File: config.mk
export PLATFORM = sky130hd
export DESIGN_NAME = replay_frame_text_parser_flat
export DESIGN_NICKNAME = d
export VERILOG_FILES = /design/src/hdl/rftp_pkg.sv /design/src/hdl/rftp_byte_if.sv /design/src/hdl/rftp_frame_if.sv /design/src/hdl/rftp_token.sv /design/src/hdl/replay_frame_text_parser.sv /design/src/flat_wrapper.sv
export SDC_FILE = /design/constraint.sdc
export NUM_CORES = 1
export LEC_CHECK = 0
export ABC_AREA = 0
export BUFFER_PORTS_ARGS = -buffer_cell sky130_fd_sc_hd__buf_2
export CAP_MARGIN = 25
export CORE_ASPECT_RATIO = 1.5
export CORE_UTILIZATION = 40
export CTS_BUF_LIST = sky130_fd_sc_hd__clkbuf_4 sky130_fd_sc_hd__clkbuf_8
export CTS_CLUSTER_DIAMETER = 50
export DETAILED_ROUTE_END_ITERATION = 16
export SYNTH_ARGS = -nofsm -noshare
export SYNTH_HDL_FRONTEND = slang
export SYNTH_SLANG_ARGS = --single-unit
File: constraint.sdc
create_clock -name clk -period 8.17 [get_ports clk]
set_input_delay 0.4085 -clock clk [delete_from_list [all_inputs] [get_ports clk]]
set_output_delay 0.4085 -clock clk [all_outputs]
set_load 0.1 [all_outputs]
File: src/hdl/rftp_pkg.sv
package rftp_pkg;

    localparam int ValueBitsDefault = 32;
    localparam int FieldsPerFrame   = 4;
    localparam int NoKeyValue       = -12345;

    localparam logic [7:0] ChEnd   = 8'h00;
    localparam logic [7:0] ChTab   = 8'h09;
    localparam logic [7:0] ChCr    = 8'h0D;
    localparam logic [7:0] ChSpace = 8'h20;
    localparam logic [7:0] ChPlus  = 8'h2B;
    localparam logic [7:0] ChComma = 8'h2C;
    localparam logic [7:0] ChMinus = 8'h2D;
    localparam logic [7:0] ChZero  = 8'h30;
    localparam logic [7:0] ChNine  = 8'h39;
    localparam logic [7:0] ChBar   = 8'h7C;

    // token events for the byte being consumed this cycle
    typedef struct packed {
        logic field_close;
        logic rec_close;
        logic text_end;
    } tok_ctl_t;

endpackage

File: src/hdl/rftp_byte_if.sv
interface rftp_byte_if;
    logic       valid;
    logic       ready;
    logic [7:0] text_byte;

    modport source (output valid, output text_byte, input ready);
    modport sink   (input valid, input text_byte, output ready);
endinterface

File: src/hdl/rftp_frame_if.sv
interface rftp_frame_if;
    logic               valid;
    logic               ready;
    logic signed [31:0] abs_time;
    logic signed [31:0] cursor_x;
    logic signed [31:0] cursor_y;
    logic signed [31:0] key_state;
    logic               press_flag;

    modport source (output valid, output abs_time, output cursor_x, output cursor_y,
                    output key_state, output press_flag, input ready);
    modport sink   (input valid, input abs_time, input cursor_x, input cursor_y,
                    input key_state, input press_flag, output ready);
endinterface

File: src/hdl/rftp_token.sv
module rftp_token #(
    parameter int VALUE_BITS = rftp_pkg::ValueBitsDefault
) (
    input  logic                   clk,
    input  logic                   rst_n,
    input  logic                   step,
    input  logic [7:0]             text_byte,
    output rftp_pkg::tok_ctl_t     ctl,
    output logic [VALUE_BITS-1:0]  field_value
);
    import rftp_pkg::*;

    typedef enum logic [6:0] {
        PH_OUT   = 7'b0000001,
        PH_WS    = 7'b0000010,
        PH_PLUS  = 7'b0000100,
        PH_MINUS = 7'b0001000,
        PH_DPOS  = 7'b0010000,
        PH_DNEG  = 7'b0100000,
        PH_STOP  = 7'b1000000
    } phase_t;

    localparam logic [VALUE_BITS-1:0] VSign     = {1'b1, {(VALUE_BITS-1){1'b0}}};
    localparam logic [VALUE_BITS-1:0] VMax      = ~VSign;
    localparam logic [VALUE_BITS+3:0] VSignWide = {4'b0000, VSign};
    // at full 64-bit width the stopped-sign flag shares the top magnitude bit
    localparam bit                    TopShared = (VALUE_BITS == 64);

    phase_t                  phase_reg, phase_next;
    logic [VALUE_BITS-1:0]   accum_reg, accum_next;
    logic                    neg_reg, neg_next;

    logic                    is_delim, is_digit, is_space;
    logic [3:0]              digit;
    logic [VALUE_BITS+3:0]   prod;
    logic [VALUE_BITS-1:0]   acc_step, sat_accum;

    always_comb
    begin
        is_delim = (text_byte == ChEnd) || (text_byte == ChComma) || (text_byte == ChBar);
        is_digit = text_byte inside {[ChZero:ChNine]};
        is_space = (text_byte == ChSpace) || (text_byte inside {[ChTab:ChCr]});
        digit    = text_byte[3:0];

        // accum*10 + d, saturating at VSign
        prod = ({4'b0000, accum_reg} << 3) + ({4'b0000, accum_reg} << 1)
             + (VALUE_BITS+4)'(digit);
        acc_step  = (prod > VSignWide) ? VSign : prod[VALUE_BITS-1:0];
        sat_accum = accum_reg[VALUE_BITS-1] ? VMax : accum_reg;
    end

    always_comb
    begin
        case (phase_reg)
            PH_MINUS, PH_DNEG: field_value = -accum_reg;
            PH_STOP:
            begin
                if (TopShared && accum_reg[VALUE_BITS-1])
                    field_value = '0;
                else if (neg_reg)
                    field_value = -accum_reg;
                else
                    field_value = sat_accum;
            end
            default: field_value = sat_accum;
        endcase

        ctl.field_close = step && is_delim && (phase_reg != PH_OUT);
        ctl.rec_close   = step && ((text_byte == ChComma) || (text_byte == ChEnd));
        ctl.text_end    = step && (text_byte == ChEnd);
    end

    always_comb
    begin
        phase_next = phase_reg;
        accum_next = accum_reg;
        neg_next   = neg_reg;
        if (is_delim)
        begin
            phase_next = PH_OUT;
            accum_next = '0;
            neg_next   = 1'b0;
        end
        else
        begin
            case (phase_reg)
                PH_OUT, PH_WS:
                begin
                    if (is_space)
                        phase_next = PH_WS;
                    else if (text_byte == ChPlus)
                        phase_next = PH_PLUS;
                    else if (text_byte == ChMinus)
                        phase_next = PH_MINUS;
                    else if (is_digit)
                    begin
                        accum_next = VALUE_BITS'(digit);
                        phase_next = PH_DPOS;
                    end
                    else
                    begin
                        accum_next = '0;
                        phase_next = PH_STOP;
                    end
                end
                PH_PLUS, PH_MINUS, PH_DPOS, PH_DNEG:
                begin
                    if (is_digit)
                    begin
                        accum_next = acc_step;
                        phase_next = ((phase_reg == PH_PLUS) || (phase_reg == PH_DPOS))
                                   ? PH_DPOS : PH_DNEG;
                    end
                    else
                    begin
                        neg_next   = (phase_reg == PH_MINUS) || (phase_reg == PH_DNEG);
                        accum_next = ((phase_reg == PH_PLUS) || (phase_reg == PH_MINUS))
                                   ? '0 : accum_reg;
                        phase_next = PH_STOP;
                    end
                end
                default: ;
            endcase
        end
    end

    always_ff @(posedge clk or negedge rst_n)
    begin
        if (!rst_n)
        begin
            phase_reg <= PH_OUT;
            accum_reg <= '0;
            neg_reg   <= 1'b0;
        end
        else if (step)
        begin
            phase_reg <= phase_next;
            accum_reg <= accum_next;
            neg_reg   <= neg_next;
        end
    end

endmodule

File: src/hdl/replay_frame_text_parser.sv
// Path: the closing byte of a record is held in the input register, then its result
// is written to the result register.
// Throughput: one text byte per cycle; a full result register stalls the input
// register, which still takes one more byte.
// Reset (rst_n, async, active low) clears parse state, running time, previous key
// and both valid flags.
module replay_frame_text_parser #(
    parameter int VALUE_BITS = rftp_pkg::ValueBitsDefault
) (
    input logic         clk,
    input logic         rst_n,
    rftp_byte_if.sink   text,
    rftp_frame_if.source frame
);
    import rftp_pkg::*;

    localparam int                    CountBits = $clog2(FieldsPerFrame + 1);
    localparam int                    IdxBits   = $clog2(FieldsPerFrame);
    localparam logic [CountBits-1:0]  CountFull = CountBits'(FieldsPerFrame);
    localparam logic [VALUE_BITS-1:0] NoKey     = VALUE_BITS'(NoKeyValue);

    logic                   byte_valid_reg;
    logic [7:0]             byte_reg;
    logic                   out_valid_reg;
    logic signed [31:0]     abs_time_reg, cursor_x_reg, cursor_y_reg, key_state_reg;
    logic                   press_reg;

    logic [VALUE_BITS-1:0]  time_reg, prev_key_reg;
    logic [CountBits-1:0]   count_reg;
    logic [VALUE_BITS-1:0]  fv_reg [FieldsPerFrame];

    logic                   out_free, step, room, emit, rec_full;
    tok_ctl_t               tok_ctl;
    logic [VALUE_BITS-1:0]  field_value;
    logic [VALUE_BITS-1:0]  fv_eff [FieldsPerFrame];
    logic [CountBits-1:0]   count_eff;
    logic [VALUE_BITS-1:0]  key, time_sum;

    assign out_free   = !out_valid_reg || frame.ready;
    assign step       = byte_valid_reg && out_free;
    assign text.ready = !byte_valid_reg || out_free;

    rftp_token #(.VALUE_BITS(VALUE_BITS)) u_token (
        .clk         (clk),
        .rst_n       (rst_n),
        .step        (step),
        .text_byte   (byte_reg),
        .ctl         (tok_ctl),
        .field_value (field_value)
    );

    always_comb
    begin
        room = count_reg < CountFull;
        for (int i = 0; i < FieldsPerFrame; i++)
        begin
            fv_eff[i] = (tok_ctl.field_close && (count_reg == CountBits'(i)))
                      ? field_value : fv_reg[i];
        end
        count_eff = count_reg + CountBits'(tok_ctl.field_close && room);
        rec_full  = (count_eff == CountFull);
        key       = fv_eff[FieldsPerFrame-1];
        time_sum  = time_reg + fv_eff[0];
        emit      = tok_ctl.rec_close && rec_full && (key != NoKey);
    end

    always_ff @(posedge clk or negedge rst_n)
    begin
        if (!rst_n)
        begin
            byte_valid_reg <= 1'b0;
            out_valid_reg  <= 1'b0;
            time_reg       <= '0;
            prev_key_reg   <= '0;
            count_reg      <= '0;
        end
        else
        begin
            if (text.valid && text.ready)
                byte_valid_reg <= 1'b1;
            else if (step)
                byte_valid_reg <= 1'b0;

            if (step)
                out_valid_reg <= emit;
            else if (frame.ready)
                out_valid_reg <= 1'b0;

            if (step)
            begin
                if (tok_ctl.rec_close)
                begin
                    count_reg <= '0;
                    if (tok_ctl.text_end)
                    begin
                        time_reg     <= '0;
                        prev_key_reg <= '0;
                    end
                    else if (rec_full)
                    begin
                        time_reg     <= time_sum;
                        prev_key_reg <= key;
                    end
                end
                else if (tok_ctl.field_close && room)
                begin
                    count_reg <= count_reg + CountBits'(1);
                end
            end
        end
    end

    always_ff @(posedge clk)
    begin
        if (text.valid && text.ready)
            byte_reg <= text.text_byte;
        if (step && tok_ctl.field_close && room && !tok_ctl.rec_close)
            fv_reg[count_reg[IdxBits-1:0]] <= field_value;
        if (step && emit)
        begin
            abs_time_reg  <= 32'(signed'(time_sum));
            cursor_x_reg  <= 32'(signed'(fv_eff[1]));
            cursor_y_reg  <= 32'(signed'(fv_eff[2]));
            key_state_reg <= 32'(signed'(key));
            press_reg     <= (key != prev_key_reg);
        end
    end

    assign frame.valid      = out_valid_reg;
    assign frame.abs_time   = abs_time_reg;
    assign frame.cursor_x   = cursor_x_reg;
    assign frame.cursor_y   = cursor_y_reg;
    assign frame.key_state  = key_state_reg;
    assign frame.press_flag = press_reg;

    a_end_clears: assert property (@(posedge clk) disable iff (!rst_n)
        step && tok_ctl.text_end |=> (time_reg == '0) && (prev_key_reg == '0))
        else $error("running time or previous key not cleared at end of text");

    a_count_range: assert property (@(posedge clk) disable iff (!rst_n)
        count_reg <= CountFull)
        else $error("field count beyond record size");

    a_result_source: assert property (@(posedge clk) disable iff (!rst_n)
        $rose(out_valid_reg) |-> $past(step))
        else $error("result appeared without a consumed item");

    a_no_result_mid_field: assert property (@(posedge clk) disable iff (!rst_n)
        step && !tok_ctl.rec_close |=> !out_valid_reg)
        else $error("result produced by a byte that does not close a record");

endmodule

File: src/flat_wrapper.sv
// flat-port wrapper written by rule: the top's interface ports become plain ports
module replay_frame_text_parser_flat import rftp_pkg::*;
#(
    parameter int VALUE_BITS = rftp_pkg::ValueBitsDefault
)
  (clk, rst_n, text_valid, text_text_byte, text_ready, frame_valid, frame_abs_time, frame_cursor_x, frame_cursor_y, frame_key_state, frame_press_flag, frame_ready);
  rftp_byte_if text_i ();
  rftp_frame_if frame_i ();
  input logic clk;
  input logic rst_n;
  input wire logic [$bits(text_i.valid)-1:0] text_valid;
  input wire logic [$bits(text_i.text_byte)-1:0] text_text_byte;
  output wire logic [$bits(text_i.ready)-1:0] text_ready;
  output wire logic [$bits(frame_i.valid)-1:0] frame_valid;
  output wire logic [$bits(frame_i.abs_time)-1:0] frame_abs_time;
  output wire logic [$bits(frame_i.cursor_x)-1:0] frame_cursor_x;
  output wire logic [$bits(frame_i.cursor_y)-1:0] frame_cursor_y;
  output wire logic [$bits(frame_i.key_state)-1:0] frame_key_state;
  output wire logic [$bits(frame_i.press_flag)-1:0] frame_press_flag;
  input wire logic [$bits(frame_i.ready)-1:0] frame_ready;
  assign text_i.valid = text_valid;
  assign text_i.text_byte = text_text_byte;
  assign text_ready = text_i.ready;
  assign frame_valid = frame_i.valid;
  assign frame_abs_time = frame_i.abs_time;
  assign frame_cursor_x = frame_i.cursor_x;
  assign frame_cursor_y = frame_i.cursor_y;
  assign frame_key_state = frame_i.key_state;
  assign frame_press_flag = frame_i.press_flag;
  assign frame_i.ready = frame_ready;
  replay_frame_text_parser #(.VALUE_BITS(VALUE_BITS)) u_core (.clk(clk), .rst_n(rst_n), .text(text_i), .frame(frame_i));
endmodule
==> impl_metrics.yaml, run 1 <==
run_status:
  status: "completed"
sta:
  setup_tns_ps: 0
  slew_headroom: 0.269
  rsz0062_at_grt: "no"
  fin_crit_sh: 0.792
  finClkSkew_ps: 29.6
  finalHoldViolCount: 0
  holdWs_ps: 201
  timing.final.ws_setup_ps: 1700
  fin_crit_ps: 6470
  drv_slew: 0
  setup_viol: 0
  fmax_mhz: 155
  tightest_slew_ps: 1090
yosys:
  synth_cell_types: 88
  syn_area_sq_um: 19300
  yosys.area.top_type: "edfxtp_1"
  synth_edf_count: 265
  syn_avg_cell_area_sq_um: 11.7
  syn-instance-count: 1656
  ys_top_cells_by_area: "edfxtp_1, dfrtp_1, ha_1, nand2_1, o21ai_0"
  ys_seq_area_frac: 0.553
  synth_top_area_share: 0.412
  ys.flop_type: "edfxtp_1"
  async_reset_ff_frac: 0.291
  yosysWarnings: 0
  synth_most_common_cell: "edfxtp_1"
  synth-seq-cells: 374
  syn-num-nets: 1774
  synth_common_cells: "edfxtp_1, nand2_1, dfrtp_1"
floorplanning:
  core_sq_um: 47700
  initial_utilization: 0.405
  die_y_um: 271
  die_w_um: 181
  dieArea_sq_um: 49200
  rows: 98
  ioPinCount: 143
global_route:
  antenna_found_initial: 1
  grt_pass1_wl_um: 77000
  grt-ovfl-total: 0
  grt_max_degree: 96
  grt_pass1_vias: 14200
  gr-usage-all-layers: 0.198
clock_tree:
  clkSlewWorstSetupHoldPaths_ps: 70
  cts_setup_buffers: 0
  cts.sinks: 374
  clockBufferDepth: 3
  cts_root_buf: "clkbuf_8"
  cts_buffers: 53
  cts_tree: "yes"
  cts.htree.levels: 2
  insertion_delay_ps: 610
routing:
  remaining_drc_errors: 0
  drtIter0Drc: 869
  vias: 13900
  dr.pass1.iters: 5
  viasPerCell: 5.64
  wl_um: 48900
  wl_per_cell_um: 19.8
  ant_nets: 0
power:
  power_frac_seq: 0.489
  power.density_nw_per_um2: 195
  comb_power_share: 0.129
  p_leak_uw: 0.00928
  p_sw_frac: 0.263
  p_sw_uw: 1130
  ir_drop_v: 0.000114
  intPower_uw: 3180
  clockPowerShare: 0.382
place:
  routabilityCongestion: 0.894
  hpwl_um: 35400
  place_ws_ps: 1830
  portBuffers: 142
  placed_area_sq_um: 20800
flow_run:
  maxCapViolations: 0
setup_path:
  start_kind: "flip-flop"
  critPathArrivalTime_ps: 6950
  cp.required_ps: 8650
  worstSetupEndpointType: "flip-flop"
  crit_type: "flip-flop to flip-flop"
  crit_fanout: 38
finish:
  largest_reg_flops: 128
  fin_area_sq_um: 22100
  final_nets: 1943
  fill_cells: 4274
  area_growth_pct: 14.5
  drive_above_1_share: 0.182
worst_hold_path:
  worstHoldPathType: "input pin to flip-flop"
==> power groups by stage <==
stage,clock [uW],combinational [uW],sequential [uW]
floorplan,0,386,2130
global placement,0,531,2140
detailed placement,0,542,2140
CTS,1690,548,2100
global route,1760,612,2110
finish,1650,554,2110
==> through the flow <==
| stage | instances | util | power [uW] |
|---|---|---|---|
| after detailed placement | 2358 | 0.436 | 2690 |
| final | 2470 | 0.464 | 4310 |
| after floorplan | 1656 | - | 2510 |
| after CTS | 2467 | 0.463 | 4340 |
| after global routing | 2470 | 0.464 | 4480 |
| after global placement | 2357 | 0.436 | 2670 |
==> timing repair <==
| item | 4_1_cts | 5_1_grt |
|---|---|---|
| endpoints found under the hold margin | 70 | 0 |
| hold buffers | 10 | 0 |
| gates resized for setup | 0 | 0 |
==> cell families after synthesis <==
| logic type | share of synthesized area |
|---|---|
| AND/OR/NAND/NOR | 0.125 |
| AO/OA/AOI/OAI | 0.153 |
| flip-flops | 0.553 |
| buffers and inverters | 0.0262 |
| adder cells (fa/ha/maj) | 0.0699 |
| XOR/XNOR | 0.0417 |
| multiplexers | 0.0307 |
==> layout by cell type (no fill, tap or decap), types with 27 or more instances in the layout <==
cell,instances
a21o_1,27
a21oi_1,79
a22o_1,49
buf_2,142
buf_4,32
clkbuf_8,60
dfrtp_1,108
edfxtp_1,265
ha_1,103
inv_1,56
mux2_2,33
nand2_1,154
nand3_1,35
nor2_1,61
nor3_1,43
o21ai_0,94
o31ai_1,44
xnor2_1,48
xor2_1,44
==> metal layers <==
layer | GRT usage | share of wire
met2 | 0.375 | 0.53
met3 | 0.0198 | 0.034
met1 | 0.220 | 0.39
met5 | 0 | 0
met4 | 0.0903 | 0.043
==> layout make-up <==
class,count,area (sq um),area share
sequential,374,10700,0.483
multi-input combinational,1151,8150,0.369
timing repair buffer,187,1090,0.0493
clock buffer,73,923,0.0418
tap,600,751,0.0339
clock inverter,26,292,0.0132
inverter,58,218,0.00984
antenna,1,2.50,0.000113
==> worst paths after layout <==
check / end / cells after the start / start / slack, ps
min in group asynchronous: u_core.frame.valid / 2 / rst_n / 470
min reg2reg: u_core.frame.cursor_y[10] / 0 / u_core.fv_reg[2][10] / 410
min: u_core.byte_valid_reg / 4 / frame_ready / 200
max: u_core.time_reg[28] / 19 / u_core.byte_reg[3] / 1700
max in group asynchronous: u_core.u_token.accum_reg[6] / 3 / rst_n / 6430
max reg2reg: u_core.time_reg[28] / 19 / u_core.byte_reg[3] / 1700
==> critical path, stage by stage (launching register included) <==
cell and delay, ps:
edfxtp_1 600, inv_1 190, nor4_1 480, o21ai_2 240, nor3_1 670, nand2_1 130
buf_4 300, mux2_2 330, ha_1 220, fa_1 420, a21o_1 190, nand4_1 120
a21oi_1 110, o2111ai_1 380, a21oi_1 210, o31ai_1 490, a211o_1 280, a21oi_1 80
or4b_2 690, a22o_1 210
No activity file was read; power rests on OpenSTA's default activity.
==> inputs of run 2 (changes only) <==
==> constraint.sdc (replaced) <==
create_clock -name clk -period 5.2 [get_ports clk]
set_input_delay 0.26 -clock clk [delete_from_list [all_inputs] [get_ports clk]]
set_output_delay 0.26 -clock clk [all_outputs]
set_load 0.1 [all_outputs]
==> run 2 against run 1 <==
Total power up 61%; first-iteration DRC count up 5.8%; sequential cell count unchanged; largest cell class unchanged; clock power up 57%; sequential power up 56%; count of clock-buffer cells in the layout down 10; die area unchanged; highest routed layer unchanged; wire length up 3.9%; combinational power up 91%; via count up 2.8%; register-to-register slack worse by 1500 ps.
==> impl_metrics.yaml, run 2 (synthesized netlist as in run 1, its figures left out) <==
run_status:
  status: "completed"
sta:
  setup_viol: 0
  fin_crit_sh: 0.960
  slew_headroom: 0.369
  fin_crit_ps: 4990
  tightest_slew_ps: 947
  finClkSkew_ps: 24.2
  fmax_mhz: 200
  setup_tns_ps: 0
  finalHoldViolCount: 0
  drv_slew: 0
power:
  clockPowerShare: 0.373
  intPower_uw: 5120
  ir_drop_v: 0.000186
  power.density_nw_per_um2: 303
  p_sw_frac: 0.263
  comb_power_share: 0.153
  power_frac_seq: 0.474
  p_sw_uw: 1820
  p_leak_uw: 0.00970
finish:
  postLayoutCoreUtil: 0.480
  fill_cells: 4225
  final_nets: 2027
  drive_above_1_share: 0.225
  mostFrequentLayoutCells: "edfxtp_1, nand2_1, buf_2"
  area_growth_pct: 18.7
  seq_area_sq_um: 10700
  mostFrequentLayoutCell: "edfxtp_1"
  fin_area_sq_um: 22900
  largest_reg_flops: 128
  multi_input_area_sq_um: 8320
floorplanning:
  die_y_um: 271
  dieArea_sq_um: 49200
  rows: 98
  initial_utilization: 0.405
  die_w_um: 181
  ioPinCount: 143
  core_sq_um: 47700
routing:
  vias: 14300
  drtIter0Drc: 919
  wl_per_cell_um: 19.9
  wl_um: 50800
  dr.pass1.iters: 5
  viasPerCell: 5.62
  remaining_drc_errors: 0
  ant_nets: 0
global_route:
  busiest_layer: "met2"
  gr-usage-all-layers: 0.206
  grt-ovfl-total: 0
  grt_use_met3: 0.0197
  grt_use_met1: 0.228
  grt_use_met2: 0.386
  grt_pass1_wl_um: 79400
  grt_max_degree: 71
  grt_pass1_vias: 14600
  antenna_found_initial: 1
setup_path:
  path_buf_inv: 2
  cp_cell_sequence: "inv_1 -> ha_1 -> or4b_4 -> nor4_4 -> buf_4 -> nand4_1 -> a21oi_2 -> nor2_2 -> mux2_2 -> ha_2 -> nand2_1 -> a21oi_1 -> a221oi_2 -> a21oi_4 -> o31ai_4 -> a211o_1 -> a21oi_1 -> or4b_2 -> a22o_1"
  crit_fanout: 6
  crit_family: "simple AND/OR/NAND/NOR gates"
  cpMostUsedCell: "a21oi_1"
  start_kind: "flip-flop"
  cp.required_ps: 5670
  critPathArrivalTime_ps: 5460
  slowest_delay_ps: 680
  crit_type: "flip-flop to flip-flop"
  critical_path.slowest_cell: "or4b_2"
  worstSetupEndpointType: "flip-flop"
clock_tree:
  cts.sinks: 374
  insertion_delay_ps: 590
  cts_tree: "yes"
  clockBufferDepth: 3
  cts_buffers: 53
  cts.htree.levels: 2
  clkSlewWorstSetupHoldPaths_ps: 70
  cts_root_buf: "clkbuf_8"
place:
  hpwl_um: 37700
  placed_area_sq_um: 21400
  portBuffers: 142
  routabilityCongestion: 0.874
flow_run:
  maxCapViolations: 0
worst_hold_path:
  worstHoldPathType: "input pin to flip-flop"
## run 2: cell types whose count changed in the layout (fill, tap and decap cells not counted), sizes merged
| cell | before | now |
|---|---|---|
| clkinvlp | 4 | 3 |
| bufinv | 6 | 8 |
| clkinv | 17 | 22 |
| dlygate4sd3 | 10 | 11 |
| buf | 176 | 260 |
| clkbuf | 74 | 63 |
## run 2: worst min-delay path, delay by kind of cell
kind | cells | cell delay, ps
simple gates | 2 | 320
buf+inv | 1 | 80
## run 2: worst paths after layout
check                           cells past startpoint                         from                         to  slack (ps)
min in group asynchronous                           2                        rst_n      u_core.byte_valid_reg         220
max in group asynchronous                           3                        rst_n        u_core.time_reg[30]        3640
worst max-delay path                               19  u_core.u_token.accum_reg[1]        u_core.time_reg[28]         210
worst max register to register                     19  u_core.u_token.accum_reg[1]        u_core.time_reg[28]         210
worst min register to register                      0         u_core.fv_reg[1][24]  u_core.frame.cursor_x[24]         420
worst min-delay path                                3                  frame_ready         u_core.frame.valid         110
## run 2: area by class of cell
type | count | share of cell area
antenna | 1 | 0.000109
clock buffer | 63 | 0.0359
clock inverter | 32 | 0.0157
inverter | 58 | 0.00950
multi-input combinational | 1151 | 0.363
sequential | 374 | 0.467
tap | 600 | 0.0328
timing repair buffer | 271 | 0.0761
## run 2: metrics by stage
step	cells	hold WS [ps]	setup WS (ps)	power, uW
global route	2550	91.8	-60.3	7220
floorplan	1656	-35.6	25.5	3950
global placement	2433	305	99.3	4340
CTS	2540	53.6	19.3	6960
detailed placement	2434	312	-24.4	4360
finish	2550	112	208	6940
## run 2: power by group through the flow
stage	logic [uW]	clock network, uW	registers, uW
2_1_floorplan	608	0	3340
3_3_place_gp	995	0	3350
3_5_place_dp	1010	0	3350
4_1_cts	1020	2650	3290
5_1_grt	1160	2760	3290
6_report	1060	2590	3290
## run 2: layer usage
metal  vias up  routed length (um)
met1      7006               19500
met4         0                2450
li1       6795                   -
met2       399               27300
met3       123                1640
met5         -                   0
## run 2: timing repair
action                     4_1_cts  5_1_grt
setup endpoints to repair        3       10
pin swaps                        0       10
resized for setup                2       33
hold buffers                    11        0
gates cloned                     0        0
buffers inserted                 0        8
hold endpoints to repair        57        0
==> inputs of run 3 (changes only) <==
--- a/config.mk
+++ b/config.mk
@@ -15,4 +15,5 @@
 export DETAILED_ROUTE_END_ITERATION = 16
 export SYNTH_ARGS = -nofsm -noshare
 export SYNTH_HDL_FRONTEND = slang
+export SYNTH_HIERARCHICAL = 1
 export SYNTH_SLANG_ARGS = --single-unit
==> constraint.sdc (replaced) <==
create_clock -name clk -period 5.5 [get_ports clk]
set_input_delay 0.275 -clock clk [delete_from_list [all_inputs] [get_ports clk]]
set_output_delay 0.275 -clock clk [all_outputs]
set_load 0.1 [all_outputs]
==> run 3 against run 2 <==
Worst setup slack gained 120 ps; combinational power shrank 36%; total power shrank 13%; sequential share of layout area grew 1.5 points; critical path type unchanged; synthesized cell count shrank 2.1%; die area shrank 1.1%; hold slack gained 180 ps; cell area shrank 3.2%; count of clock-buffer cells in the layout grew 10; largest power group unchanged; fmax shrank 3.4%.
==> impl_metrics.yaml, run 3 <==
sta:
  setup_viol: 0
  finalHoldViolCount: 0
  drv_slew: 0
  tightest_slew_ps: 1020
  fin_crit_sh: 0.940
  finClkSkew_ps: 23.4
  fmax_mhz: 193
  fin_crit_ps: 5170
  slew_headroom: 0.320
  timing.final.ws_setup_ps: 331
  holdWs_ps: 291
floorplanning:
  core_sq_um: 46800
  rows: 97
  initial_utilization: 0.407
  die_w_um: 180
  dieArea_sq_um: 48600
  die_y_um: 270
  ioPinCount: 143
clock_tree:
  cts.sinks: 374
  cts_tree: "yes"
  insertion_delay_ps: 610
  cts.htree.levels: 2
  cts_buffers: 51
  clkSlewWorstSetupHoldPaths_ps: 80
  clockBufferDepth: 3
  cts_root_buf: "clkbuf_8"
setup_path:
  critPathArrivalTime_ps: 5650
  crit_type: "flip-flop to flip-flop"
  start_kind: "flip-flop"
  cp.required_ps: 5990
  crit_fanout: 6
  worstSetupEndpointType: "flip-flop"
yosys:
  synth-seq-cells: 374
  async_reset_ff_frac: 0.291
  syn_avg_cell_area_sq_um: 11.8
  synth_common_cells: "edfxtp_1, nand2_1, dfrtp_1"
  synth_edf_count: 265
  syn_area_sq_um: 19100
  ys_top_cells_by_area: "edfxtp_1, dfrtp_1, ha_1, nand2_1, xor2_1"
  synth_cell_types: 89
  yosys.area.top_type: "edfxtp_1"
  yosysWarnings: 6
  synth_most_common_cell: "edfxtp_1"
  ys_seq_area_frac: 0.560
  syn-num-nets: 1742
  syn-instance-count: 1621
  synth_top_area_share: 0.417
  ys.flop_type: "edfxtp_1"
finish:
  largest_reg_flops: 128
  postLayoutCoreUtil: 0.473
  drive_above_1_share: 0.205
  mostFrequentLayoutCell: "edfxtp_1"
  fin_area_sq_um: 22200
  fill_cells: 4344
  mostFrequentLayoutCells: "edfxtp_1, nand2_1, buf_2"
  final_nets: 1967
  area_growth_pct: 16.1
worst_hold_path:
  worstHoldPathType: "input pin to asynchronous set/reset pin"
global_route:
  antenna_found_initial: 1
  grt_max_degree: 65
  grt_pass1_vias: 14100
  gr-usage-all-layers: 0.214
  grt_pass1_wl_um: 80600
  grt-ovfl-total: 0
routing:
  drtIter0Drc: 899
  wl_per_cell_um: 21.0
  vias: 13800
  wl_um: 52000
  ant_nets: 0
  remaining_drc_errors: 0
  viasPerCell: 5.56
  dr.pass1.iters: 6
flow_run:
  maxCapViolations: 0
place:
  placed_area_sq_um: 20900
  routabilityCongestion: 0.962
  place_ws_ps: 69.8
  portBuffers: 142
  hpwl_um: 39200
power:
  power.density_nw_per_um2: 272
  ir_drop_v: 0.000182
  p_leak_uw: 0.00980
  finalPower_uw: 6020
run_status:
  status: "completed"
run 3: cell count changes after synthesis, moves of 14 or more:
cell,change
nor2_1,+26
mux2i_1,+17
nor3_1,-18
xnor2_1,-18
xor2_1,+14
o31ai_1,-22
clkbuf_1,-20
nand4_1,+15
a21oi_1,+19
nand3_1,-20
inv_1,+14
run 3: cell type report:
type,instances,area (sq um),share of cell area
antenna,1,2.50,0.000113
clock buffer,73,886,0.0400
clock inverter,22,194,0.00875
inverter,71,270,0.0122
multi-input combinational,1123,7960,0.359
sequential,374,10700,0.482
tap,594,743,0.0335
timing repair buffer,225,1420,0.0642
run 3: cells by family after synthesis:
| group | after synthesis | synth area share |
|---|---|---|
| AO/OA/AOI/OAI | 422 | 0.148 |
| XOR/XNOR | 88 | 0.0404 |
| adder cells (fa/ha/maj) | 109 | 0.0726 |
| buffers and inverters | 124 | 0.0254 |
| flip-flops | 374 | 0.560 |
| multiplexers | 72 | 0.0399 |
| AND/OR/NAND/NOR | 432 | 0.114 |
run 3: critical path: stages (launching register included):
cell	delay (ps)
dfrtp_1	420
inv_1	140
ha_1	200
or3b_1	380
or3_1	410
or3_1	410
nand2b_1	220
a21oi_1	180
a31oi_1	100
mux2_2	330
ha_1	370
nand2_1	130
nor2_1	270
nand2_1	110
o21ai_1	240
a21boi_2	160
buf_4	180
o41ai_1	410
xor2_1	170
a22o_1	240
run 3: timing repair:
action	in CTS	in global routing
gates resized for setup	0	6
endpoints found under the setup margin	0	140
setup buffers	0	1
hold buffers	12	0
hold endpoints to repair	63	0
run 3: worst paths after layout:
check                                                  from                      endpoint  slack (ps)  depth (start not counted)
worst min register to register          u_core/fv_reg[1][0]      u_core/frame.cursor_x[0]         420                          0
worst min-delay path                                  rst_n       u_core/prev_key_reg[22]         290                          2
min in group clk                          text_text_byte[4]            u_core/byte_reg[4]         390                          2
worst max-delay path            u_core/u_token/accum_reg[0]           u_core/time_reg[19]         330                         19
worst max register to register  u_core/u_token/accum_reg[0]           u_core/time_reg[19]         330                         19
max in group asynchronous                             rst_n  u_core/u_token/accum_reg[18]        3930                          3
run 3: per-stage QoR:
| stage | instances | setup TNS [ps] |
|---|---|---|
| CTS | 2480 | 0 |
| finish | 2483 | 0 |
| global route | 2483 | -29.9 |
| detailed placement | 2373 | 0 |
| floorplan | 1621 | -32390 |
| global placement | 2372 | 0 |
run 3: report_power, final:
part / total (uW) / internal (uW) / leakage (uW) / switching, uW
clock: 2240 / 1190 / 0.000572 / 1050
combinational: 681 / 249 / 0.00510 / 432
sequential: 3110 / 3060 / 0.00413 / 41.8
total: 6020 / 4500 / 0.00980 / 1520
run 3: per-layer routing:
| metal | vias up | track usage | routed length [um] |
|---|---|---|---|
| li1 | 6540 | - | - |
| met3 | 119 | 0.0211 | 1430 |
| met4 | 0 | 0.106 | 2440 |
| met1 | 6785 | 0.232 | 19700 |
| met5 | - | 0 | 0 |
| met2 | 366 | 0.410 | 28500 |
